<file path="config.mk">
export PLATFORM = sky130hd
export DESIGN_NAME = gripper_servo_settle_tracker_core
export DESIGN_NICKNAME = d
export VERILOG_FILES = /design/src/design/gsst_pkg.sv /design/src/design/gsst_cfg.sv /design/src/design/gsst_div.sv /design/src/design/gripper_servo_settle_tracker_core.sv
export SDC_FILE = /design/constraint.sdc
export NUM_CORES = 1
export LEC_CHECK = 0
export BUFFER_PORTS_ARGS = -buffer_cell sky130_fd_sc_hd__buf_2
export CORE_MARGIN = 5
export CORE_UTILIZATION = 40
export CTS_CLUSTER_DIAMETER = 30
export DETAILED_ROUTE_END_ITERATION = 8
export PLACE_DENSITY_LB_ADDON = 0.1
export SLEW_MARGIN = 20
export SYNTH_ARGS = -nofsm -noshare
export SYNTH_HDL_FRONTEND = slang
export SYNTH_SLANG_ARGS = --single-unit
</file>
<file path="constraint.sdc">
create_clock -name clk -period 12.3 [get_ports clk]
set_clock_uncertainty 0.05 [all_clocks]
set_input_delay 0.615 -clock clk [delete_from_list [all_inputs] [get_ports clk]]
set_output_delay 0.615 -clock clk [all_outputs]
set_load 0.03 [all_outputs]
</file>
<file path="src/design/gsst_pkg.sv">
// ----------------------------------------------------------------------------
// gsst_pkg
// Shared widths, constants, register indexes and payload layouts of the
// gripper servo settle tracker.
// ----------------------------------------------------------------------------
package gsst_pkg;

	localparam int ANGLE_W       = 11;
	localparam int SPEED_W       = 10;
	localparam int SETTLE_W      = 20;
	localparam int ELAPSED_W     = 32;
	localparam int CFG_IDX_W     = 3;
	localparam int ANGLE_TOL     = 10;
	localparam int SETTLE_MARGIN = 50;
	// settle = round(delta * 100 / speed), done as (delta*200 + s) / (2*s)
	localparam int SCALE         = 200;
	// dividend max: 2047 * 200 + 1023 < 2**19
	localparam int DVD_W         = 19;
	localparam int DVS_W         = SPEED_W + 1;
	localparam int DIV_CNT_W     = $clog2(DVD_W);

	typedef logic [ANGLE_W-1:0] angle_t;

	typedef enum logic [CFG_IDX_W-1:0] {
		REG_CLAMP_LOW    = 3'd0,
		REG_CLAMP_HIGH   = 3'd1,
		REG_LEFT_OPEN    = 3'd2,
		REG_RIGHT_OPEN   = 3'd3,
		REG_LEFT_HOPPER  = 3'd4,
		REG_RIGHT_HOPPER = 3'd5,
		REG_LEFT_CLOSE   = 3'd6,
		REG_RIGHT_CLOSE  = 3'd7
	} reg_idx_t;

	localparam angle_t RST_CLAMP_LOW    = 11'd0;
	localparam angle_t RST_CLAMP_HIGH   = 11'd1800;
	localparam angle_t RST_LEFT_OPEN    = 11'd0;
	localparam angle_t RST_RIGHT_OPEN   = 11'd0;
	localparam angle_t RST_LEFT_HOPPER  = 11'd600;
	localparam angle_t RST_RIGHT_HOPPER = 11'd600;
	localparam angle_t RST_LEFT_CLOSE   = 11'd1800;
	localparam angle_t RST_RIGHT_CLOSE  = 11'd1800;

	typedef struct packed {
		angle_t clamp_low;
		angle_t clamp_high;
		angle_t left_open;
		angle_t right_open;
		angle_t left_hopper;
		angle_t right_hopper;
		angle_t left_close;
		angle_t right_close;
	} cfg_regs_t;

	// input tdata, last field in the lowest bits
	typedef struct packed {
		logic [SPEED_W-1:0] speed;
		angle_t             right_request;
		angle_t             left_request;
	} in_data_t;

	// output tdata, last field in the lowest bits
	typedef struct packed {
		logic [1:0]          pad;
		logic                is_closed;
		logic                is_hopper_open;
		logic                is_open;
		logic                busy_res;
		logic [SETTLE_W-1:0] settle_time;
		angle_t              right_drive;
		angle_t              left_drive;
	} out_data_t;

	typedef struct packed {
		logic             start;
		logic [DVD_W-1:0] dividend;
		logic [DVS_W-1:0] divisor;
	} div_req_t;

	typedef struct packed {
		logic             done;
		logic [DVD_W-1:0] quotient;
	} div_rsp_t;

endpackage

</file>
<file path="src/design/gsst_cfg.sv">
// ----------------------------------------------------------------------------
// gsst_cfg
// Configuration register file: clamp limits and the open, hopper and closed
// angle pairs, written through the index/data channel.
// ----------------------------------------------------------------------------
module gsst_cfg (
	input  logic                             clk,
	input  logic                             arst_n,
	input  logic                             cfg_valid,
	output logic                             cfg_ready,
	input  logic [gsst_pkg::CFG_IDX_W-1:0]   cfg_index,
	input  gsst_pkg::angle_t                 cfg_data,
	output gsst_pkg::cfg_regs_t              regs
);
	import gsst_pkg::*;

	cfg_regs_t regs_q;

	assign cfg_ready = 1'b1;
	assign regs      = regs_q;

	always_ff @(posedge clk or negedge arst_n) begin
		if (!arst_n) begin
			regs_q.clamp_low    <= RST_CLAMP_LOW;
			regs_q.clamp_high   <= RST_CLAMP_HIGH;
			regs_q.left_open    <= RST_LEFT_OPEN;
			regs_q.right_open   <= RST_RIGHT_OPEN;
			regs_q.left_hopper  <= RST_LEFT_HOPPER;
			regs_q.right_hopper <= RST_RIGHT_HOPPER;
			regs_q.left_close   <= RST_LEFT_CLOSE;
			regs_q.right_close  <= RST_RIGHT_CLOSE;
		end else if (cfg_valid && cfg_ready) begin
			unique case (reg_idx_t'(cfg_index))
				REG_CLAMP_LOW:    regs_q.clamp_low    <= cfg_data;
				REG_CLAMP_HIGH:   regs_q.clamp_high   <= cfg_data;
				REG_LEFT_OPEN:    regs_q.left_open    <= cfg_data;
				REG_RIGHT_OPEN:   regs_q.right_open   <= cfg_data;
				REG_LEFT_HOPPER:  regs_q.left_hopper  <= cfg_data;
				REG_RIGHT_HOPPER: regs_q.right_hopper <= cfg_data;
				REG_LEFT_CLOSE:   regs_q.left_close   <= cfg_data;
				REG_RIGHT_CLOSE:  regs_q.right_close  <= cfg_data;
				default:          regs_q              <= regs_q;
			endcase
		end
	end

endmodule

</file>
<file path="src/design/gsst_div.sv">
// ----------------------------------------------------------------------------
// gsst_div
// Bit-serial restoring divider. The dividend shifts out MSB first, one
// quotient bit shifts in per cycle; done pulses with the quotient ready.
// ----------------------------------------------------------------------------
module gsst_div (
	input  logic                clk,
	input  logic                arst_n,
	input  gsst_pkg::div_req_t  req,
	output gsst_pkg::div_rsp_t  rsp
);
	import gsst_pkg::*;

	logic [DVD_W-1:0]     sh_q;
	logic [DVS_W-1:0]     rem_q;
	logic [DVS_W-1:0]     dvs_q;
	logic [DIV_CNT_W-1:0] cnt_q;
	logic                 run_q;
	logic                 done_q;

	logic [DVS_W:0]       trial;
	logic                 qbit;
	logic [DVS_W:0]       diff;

	assign trial = {rem_q, sh_q[DVD_W-1]};
	assign qbit  = (trial >= {1'b0, dvs_q});
	assign diff  = trial - {1'b0, dvs_q};

	always_ff @(posedge clk or negedge arst_n) begin
		if (!arst_n) begin
			run_q  <= 1'b0;
			done_q <= 1'b0;
			cnt_q  <= '0;
		end else begin
			done_q <= 1'b0;
			if (req.start) begin
				run_q <= 1'b1;
				cnt_q <= '0;
			end else if (run_q) begin
				cnt_q <= cnt_q + 1'b1;
				if (cnt_q == DIV_CNT_W'(DVD_W - 1)) begin
					run_q  <= 1'b0;
					done_q <= 1'b1;
				end
			end
		end
	end

	// remainder stays below the divisor, so it fits DVS_W bits
	always_ff @(posedge clk) begin
		if (req.start) begin
			sh_q  <= req.dividend;
			rem_q <= '0;
			dvs_q <= req.divisor;
		end else if (run_q) begin
			sh_q  <= {sh_q[DVD_W-2:0], qbit};
			rem_q <= qbit ? diff[DVS_W-1:0] : trial[DVS_W-1:0];
		end
	end

	assign rsp.done     = done_q;
	assign rsp.quotient = sh_q;

endmodule

</file>
<file path="src/design/gripper_servo_settle_tracker_core.sv">
// ----------------------------------------------------------------------------
// gripper_servo_settle_tracker_core
// Two-servo gripper tracker: clamps move commands, drives the servos, times
// the settle with a bit-serial divider and reports busy and pose status.
// ----------------------------------------------------------------------------
// Flow after acceptance: PREP, then CHK and CMP (commands only), DIV (commands
//   that drive the servos only), FIN and OUT, which registers the result.
// Throughput: one item at a time; the next is taken the cycle after the
//   result is registered.
// Reset: arst_n clears all tracking state and loads register reset values.
// ----------------------------------------------------------------------------
module gripper_servo_settle_tracker_core (
	input  logic                            clk,
	input  logic                            arst_n,
	// tdata: left_request[10:0], right_request[21:11], speed[31:22]
	input  logic [31:0]                     s_axis_tdata,
	// tuser: op (0 tick, 1 move command)
	input  logic [0:0]                      s_axis_tuser,
	input  logic                            s_axis_tvalid,
	output logic                            s_axis_tready,
	// tdata: left_drive[10:0], right_drive[21:11], settle_time[41:22],
	//        busy_res[42], is_open[43], is_hopper_open[44], is_closed[45], zero
	output logic [47:0]                     m_axis_tdata,
	// tuser: drive_valid
	output logic [0:0]                      m_axis_tuser,
	output logic                            m_axis_tvalid,
	input  logic                            m_axis_tready,
	input  logic                            cfg_valid,
	output logic                            cfg_ready,
	input  logic [gsst_pkg::CFG_IDX_W-1:0]  cfg_index,
	input  gsst_pkg::angle_t                cfg_data
);
	import gsst_pkg::*;

	typedef enum logic [6:0] {
		ST_IDLE = 7'b0000001,
		ST_PREP = 7'b0000010,
		ST_CHK  = 7'b0000100,
		ST_CMP  = 7'b0001000,
		ST_DIV  = 7'b0010000,
		ST_FIN  = 7'b0100000,
		ST_OUT  = 7'b1000000
	} state_t;

	function automatic angle_t abs_diff(angle_t a, angle_t b);
		return (a >= b) ? (a - b) : (b - a);
	endfunction

	function automatic logic near(angle_t a, angle_t b);
		return abs_diff(a, b) <= ANGLE_W'(ANGLE_TOL);
	endfunction

	cfg_regs_t regs;
	div_req_t  div_req;
	div_rsp_t  div_rsp;

	state_t               state_q;
	angle_t               left_cur_q, right_cur_q, left_tgt_q, right_tgt_q;
	logic [ELAPSED_W-1:0] elapsed_q;
	logic [SETTLE_W-1:0]  settle_limit_q;
	logic                 started_q, moving_q, drove_q;
	logic                 m_valid_q;

	logic                 op_q;
	in_data_t             in_q;
	angle_t               lt_q, rt_q;
	out_data_t            m_data_q;
	logic                 m_user_q;

	in_data_t             in_data;
	logic                 in_fire, out_free, settle_hit, near_tgt;
	angle_t               lt_c, rt_c, ld, rd, md;
	logic [SPEED_W-1:0]   spd_eff;

	gsst_cfg u_cfg (
		.clk       (clk),
		.arst_n    (arst_n),
		.cfg_valid (cfg_valid),
		.cfg_ready (cfg_ready),
		.cfg_index (cfg_index),
		.cfg_data  (cfg_data),
		.regs      (regs)
	);

	gsst_div u_div (
		.clk    (clk),
		.arst_n (arst_n),
		.req    (div_req),
		.rsp    (div_rsp)
	);

	assign in_data       = in_data_t'(s_axis_tdata);
	assign s_axis_tready = (state_q == ST_IDLE);
	assign in_fire       = s_axis_tvalid && s_axis_tready;
	assign out_free      = !m_valid_q || m_axis_tready;

	// crossed limits: low wins
	assign lt_c = (in_q.left_request < regs.clamp_low) ? regs.clamp_low :
	              (in_q.left_request > regs.clamp_high) ? regs.clamp_high :
	              in_q.left_request;
	assign rt_c = (in_q.right_request < regs.clamp_low) ? regs.clamp_low :
	              (in_q.right_request > regs.clamp_high) ? regs.clamp_high :
	              in_q.right_request;

	assign settle_hit = started_q && moving_q &&
	                    (elapsed_q >= ELAPSED_W'(settle_limit_q));
	assign near_tgt   = near(lt_q, left_tgt_q) && near(rt_q, right_tgt_q);

	assign ld      = abs_diff(lt_q, left_cur_q);
	assign rd      = abs_diff(rt_q, right_cur_q);
	assign md      = (ld >= rd) ? ld : rd;
	assign spd_eff = (in_q.speed <= SPEED_W'(1)) ? SPEED_W'(1) : in_q.speed;

	assign div_req.start    = (state_q == ST_CMP) && !near_tgt;
	assign div_req.dividend = DVD_W'(md) * DVD_W'(SCALE) + DVD_W'(spd_eff);
	assign div_req.divisor  = {spd_eff, 1'b0};

	always_ff @(posedge clk or negedge arst_n) begin
		if (!arst_n) begin
			m_valid_q <= 1'b0;
		end else if ((state_q == ST_OUT) && out_free) begin
			m_valid_q <= 1'b1;
		end else if (m_axis_tready) begin
			m_valid_q <= 1'b0;
		end
	end

	always_ff @(posedge clk or negedge arst_n) begin
		if (!arst_n) begin
			state_q        <= ST_IDLE;
			left_cur_q     <= '0;
			right_cur_q    <= '0;
			left_tgt_q     <= '0;
			right_tgt_q    <= '0;
			elapsed_q      <= '0;
			settle_limit_q <= '0;
			started_q      <= 1'b0;
			moving_q       <= 1'b0;
			drove_q        <= 1'b0;
		end else begin
			unique case (state_q)
				ST_IDLE: begin
					if (in_fire) begin
						drove_q <= 1'b0;
						state_q <= ST_PREP;
					end
				end
				ST_PREP: begin
					if (!op_q) begin
						if (elapsed_q != '1) elapsed_q <= elapsed_q + 1'b1;
						state_q <= ST_FIN;
					end else begin
						if (!started_q) begin
							left_cur_q     <= regs.left_close;
							left_tgt_q     <= regs.left_close;
							right_cur_q    <= regs.right_close;
							right_tgt_q    <= regs.right_close;
							elapsed_q      <= '0;
							settle_limit_q <= '0;
							started_q      <= 1'b1;
							moving_q       <= 1'b0;
							drove_q        <= 1'b1;
						end
						state_q <= ST_CHK;
					end
				end
				ST_CHK: begin
					if (settle_hit) begin
						left_cur_q  <= left_tgt_q;
						right_cur_q <= right_tgt_q;
						moving_q    <= 1'b0;
					end
					state_q <= ST_CMP;
				end
				ST_CMP: begin
					state_q <= near_tgt ? ST_FIN : ST_DIV;
				end
				ST_DIV: begin
					if (div_rsp.done) begin
						settle_limit_q <= SETTLE_W'(div_rsp.quotient) +
						                  SETTLE_W'(SETTLE_MARGIN);
						left_tgt_q     <= lt_q;
						right_tgt_q    <= rt_q;
						elapsed_q      <= '0;
						moving_q       <= 1'b1;
						drove_q        <= 1'b1;
						state_q        <= ST_FIN;
					end
				end
				ST_FIN: begin
					if (settle_hit) begin
						left_cur_q  <= left_tgt_q;
						right_cur_q <= right_tgt_q;
						moving_q    <= 1'b0;
					end
					state_q <= ST_OUT;
				end
				ST_OUT: begin
					if (out_free) begin
						state_q <= ST_IDLE;
					end
				end
				default: state_q <= ST_IDLE;
			endcase
		end
	end

	always_ff @(posedge clk) begin
		if (in_fire) begin
			op_q <= s_axis_tuser[0];
			in_q <= in_data;
		end
		if (state_q == ST_PREP) begin
			lt_q <= lt_c;
			rt_q <= rt_c;
		end
		if ((state_q == ST_OUT) && out_free) begin
			m_user_q                <= drove_q;
			m_data_q.pad            <= '0;
			m_data_q.left_drive     <= left_tgt_q;
			m_data_q.right_drive    <= right_tgt_q;
			m_data_q.settle_time    <= settle_limit_q;
			m_data_q.busy_res       <= moving_q;
			m_data_q.is_open        <= !moving_q &&
			                           near(left_cur_q, regs.left_open) &&
			                           near(right_cur_q, regs.right_open);
			m_data_q.is_hopper_open <= !moving_q &&
			                           near(left_cur_q, regs.left_hopper) &&
			                           near(right_cur_q, regs.right_hopper);
			m_data_q.is_closed      <= !moving_q &&
			                           near(left_cur_q, regs.left_close) &&
			                           near(right_cur_q, regs.right_close);
		end
	end

	assign m_axis_tvalid = m_valid_q;
	assign m_axis_tdata  = m_data_q;
	assign m_axis_tuser  = m_user_q;

	a_moving_started: assert property (@(posedge clk) disable iff (!arst_n)
		moving_q |-> started_q)
		else $error("moving without first command");

	a_limit_margin: assert property (@(posedge clk) disable iff (!arst_n)
		moving_q |-> settle_limit_q >= SETTLE_W'(SETTLE_MARGIN))
		else $error("settle limit below margin during move");

	a_div_done_state: assert property (@(posedge clk) disable iff (!arst_n)
		div_rsp.done |-> state_q == ST_DIV)
		else $error("divider finished outside divide state");

	a_busy_no_pose: assert property (@(posedge clk) disable iff (!arst_n)
		(m_valid_q && m_data_q.busy_res) |->
		!(m_data_q.is_open || m_data_q.is_hopper_open || m_data_q.is_closed))
		else $error("pose status reported while busy");

endmodule

</file>
==> impl_results.md <==
- Min Tclk post-route: 10.08 ns
- Post-route ant nets: 0
- Total number of vias: 22,320
- HP Class: in -> reg
- Global-route wire length before repair: roughly 130 mm
- Largest net degree at the start of global routing: 80
- Unrepaired setup endpoints after global routing: no
- Via density: 5.612
- Status: finished, final reports clean
- Pre-Repair DR Iteration Count: 5
- H-tree Lvls: 3
- Crit end category: flop
- Via count of the first global-routing pass: between 20,000 and 25,000
- Antenna fix cells: 0
- Post-synth EDFFs: ~130
- Synth cell types: 91
- Maximum clock frequency: a little under 0.1 GHz
- Biggest fanout along the worst timing path: 13
- Area of the die: around 0.073 mm2
- DRC viols: 0
- Design area: roughly 0.032 mm2
- Cell Area, Synth: between 0.02 and 0.03 mm2
- Worst setup SP type: flop
- WL final: 84.94 mm
- Max capacitance violation total: 0
- Resized Gates After CTS: 0
- Post-DP Area: between 0.02 and 0.03 mm2
- CP most frequent cell: ha_1
- Leading area contributor after synthesis: dfrtp_1
- Root Driver: clkbuf_16
- Std-Cell Rows: 95
- Filler Cell Count: approximately 6,300
- Mean Syn Cell Area: roughly 9.4 um2
- Die height: 271.1 um
- Syn Inst Count: 2,904
- Die width: roughly 270 um
- Later-pin clock latency in the skew report: roughly 0.66 ns
- 1st-iter DRT viols: ~1,400
- CTS tree: built
- Gr usage total: approximately 23%
- Synth top area cells: dfrtp_1 17%, ha_1 16%, edfxtp_1 14%
- Final HPWL DP: around 65 mm
- Synth Warn #: 0
- Period Utilization, post-route: between 80% and 90%
- Crit Path Class: reg -> reg
- Final Hold Viols: 0
- Register area share after synthesis: 33.87%
- Clock buffer depth: 3
- Starting Density: approximately two fifths
- Area Overhead vs Synth: 18.84%
- Proportion of layout cells with a drive suffix above 1: 14.18%
- Final setup fails: 0
- # clock sinks: roughly 340
- Worst EP required: around 13 ns
- Yosys reg bits: ~340
- TNS Setup: 0 ns
- Main synth FF type: dfrtp_1
- Antenna violations before repair: 6
- Final #Nets: about 3,400
- Critical Path AT: between 10 and 15 ns
- Slew Limit Fails: 0
- Worst-Margin Slew: ~1.1 ns
- GPL Wtd Cong: just over 0.9
- Core Region: 0.06740 mm2
- Residual overflow from global routing: 0
- Ys async rst share: approximately three fifths
- Clock Pin Slew Worst Setup and Hold Paths: ~0.050 ns
- I/O pins: between 100 and 150
- Largest incremental delay on the critical path: 0.82 ns
- Slew HR: about a quarter
- DR WL/cell: about 21 um
- Port Buf Inserts: 100
- Yosys top cell area share: approximately 17%
- TritonCTS Buffers: around 100
- Critical path's slowest cell: a21oi_1
==> logic make-up (layout without fill, tap and decap cells) <==
family / after synthesis / in the layout / share of synthesized area [%]
and+or+nand+nor: 716 / 716 / 12.66
AOI/OAI and AO/OA: 712 / 712 / 16.74
other: 2 / 3 / 0.02754
muxes: 212 / 212 / 8.328
DFF: 344 / 344 / 33.87
xor gates and xnor gates: 155 / 155 / 4.978
buffers and inverters: 394 / 593 / 5.699
adders and majority gates: 369 / 369 / 17.70
==> metrics by stage <==
step           hold WS (ns)  setup slack (ns)  utilization [%]  cells
3_3_place_gp         0.3804             2.327            42.44   3784
6_report            0.07888             2.222            48.09   3977
5_1_grt             0.06759             1.295            48.09   3977
2_1_floorplan        0.2694             3.676                -   2905
3_5_place_dp         0.3813             2.149            42.44   3784
4_1_cts             0.03487             2.153            48.08   3977
==> critical path, delay by kind of cell (launching register included) <==
kind                     cells  cell delay (ns)
adder cells (fa/ha/maj)      6             2.09
XOR/XNOR                     3             0.59
flip-flops                   1             0.60
buffers and inverters        4             0.96
multiplexers                 3             1.09
AO/OA/AOI/OAI               11             2.75
AND/OR/NAND/NOR              5             1.70
==> flip-flops by register name, indices dropped and copies added, names as in the netlist, 19 cells and up <==
| signal | count |
|---|---|
| elapsed_q | 32 |
| in_q | 32 |
| m_axis_tdata | 46 |
| settle_limit_q | 20 |
| u_cfg.regs | 88 |
| u_div.sh_q | 19 |
==> cell usage after synthesis (all sizes together), types with 29 or more instances <==
master  count
nand2     215
nor3       45
inv       282
a31oi      50
nor2      192
clkbuf     73
a21oi     198
edfxtp    131
mux2i     129
dfrtp     181
a21o       95
a211oi     33
nor2b      35
xnor2      85
xor2       70
nand4      31
o21ai     153
mux2       83
buf        38
ha        341
nand3      60
nand2b     29
==> final timing paths <==
kind / startpoint / endpoint / slack (ns) / depth (start not counted)
setup / recovery: left_cur_q[1] / u_div.sh_q[18] / 2.22 / 32
hold / removal: s_axis_tuser / op_q / 0.08 / 1
min in group asynchronous: arst_n / u_cfg.regs[38] / 0.54 / 2
hold reg to reg: settle_limit_q[4] / m_axis_tdata[26] / 0.38 / 0
max in group asynchronous: arst_n / state_q[5] / 9.43 / 4
setup reg to reg: left_cur_q[1] / u_div.sh_q[18] / 2.22 / 32
==> area by class of cell <==
type                            count  area (um2)  area share [%]
Multi-Input combinational cell   2167       16580           51.17
Sequential cell                   344        9235           28.50
Clock buffer                      134        2864           8.837
Tap cell                          873        1092           3.370
Inverter                          283        1062           3.278
Clock inverter                     58       924.6           2.853
Timing Repair Buffer              118       648.1           2.000
==> what timing repair did <==
action                                 CTS  global route
hold buffers                             1             0
endpoints found under the hold margin   51             0
buffers inserted                         0             0
==> metal layers <==
layer | wire (um) | global-route usage [%]
met5 | 13 | 0
met4 | 2509 | 7.604
met3 | 5363 | 4.563
met2 | 38690 | 36.59
met1 | 38360 | 30.90
==> placed cells by master (no fill, tap or decap), types with 31 or more instances in the layout <==
master,Yosys,layout
xnor2_1,85,85
a31oi_1,49,47
a21oi_1,195,195
buf_2,24,99
dfrtp_1,181,181
edfxtp_1,131,131
ha_1,341,341
nor2_1,191,191
a21o_1,95,95
nor2b_1,35,34
xor2_1,70,70
nor3_1,44,41
nand4_1,31,31
clkbuf_16,0,103
a211oi_1,32,32
nand3_1,60,60
nand2_1,215,215
inv_1,281,281
mux2i_1,129,129
o21ai_0,148,146
mux2_2,70,70
Power is left out: the tool's default activity adds up to more than one toggle a clock period on the data nets, which glitch-free logic cannot reach.
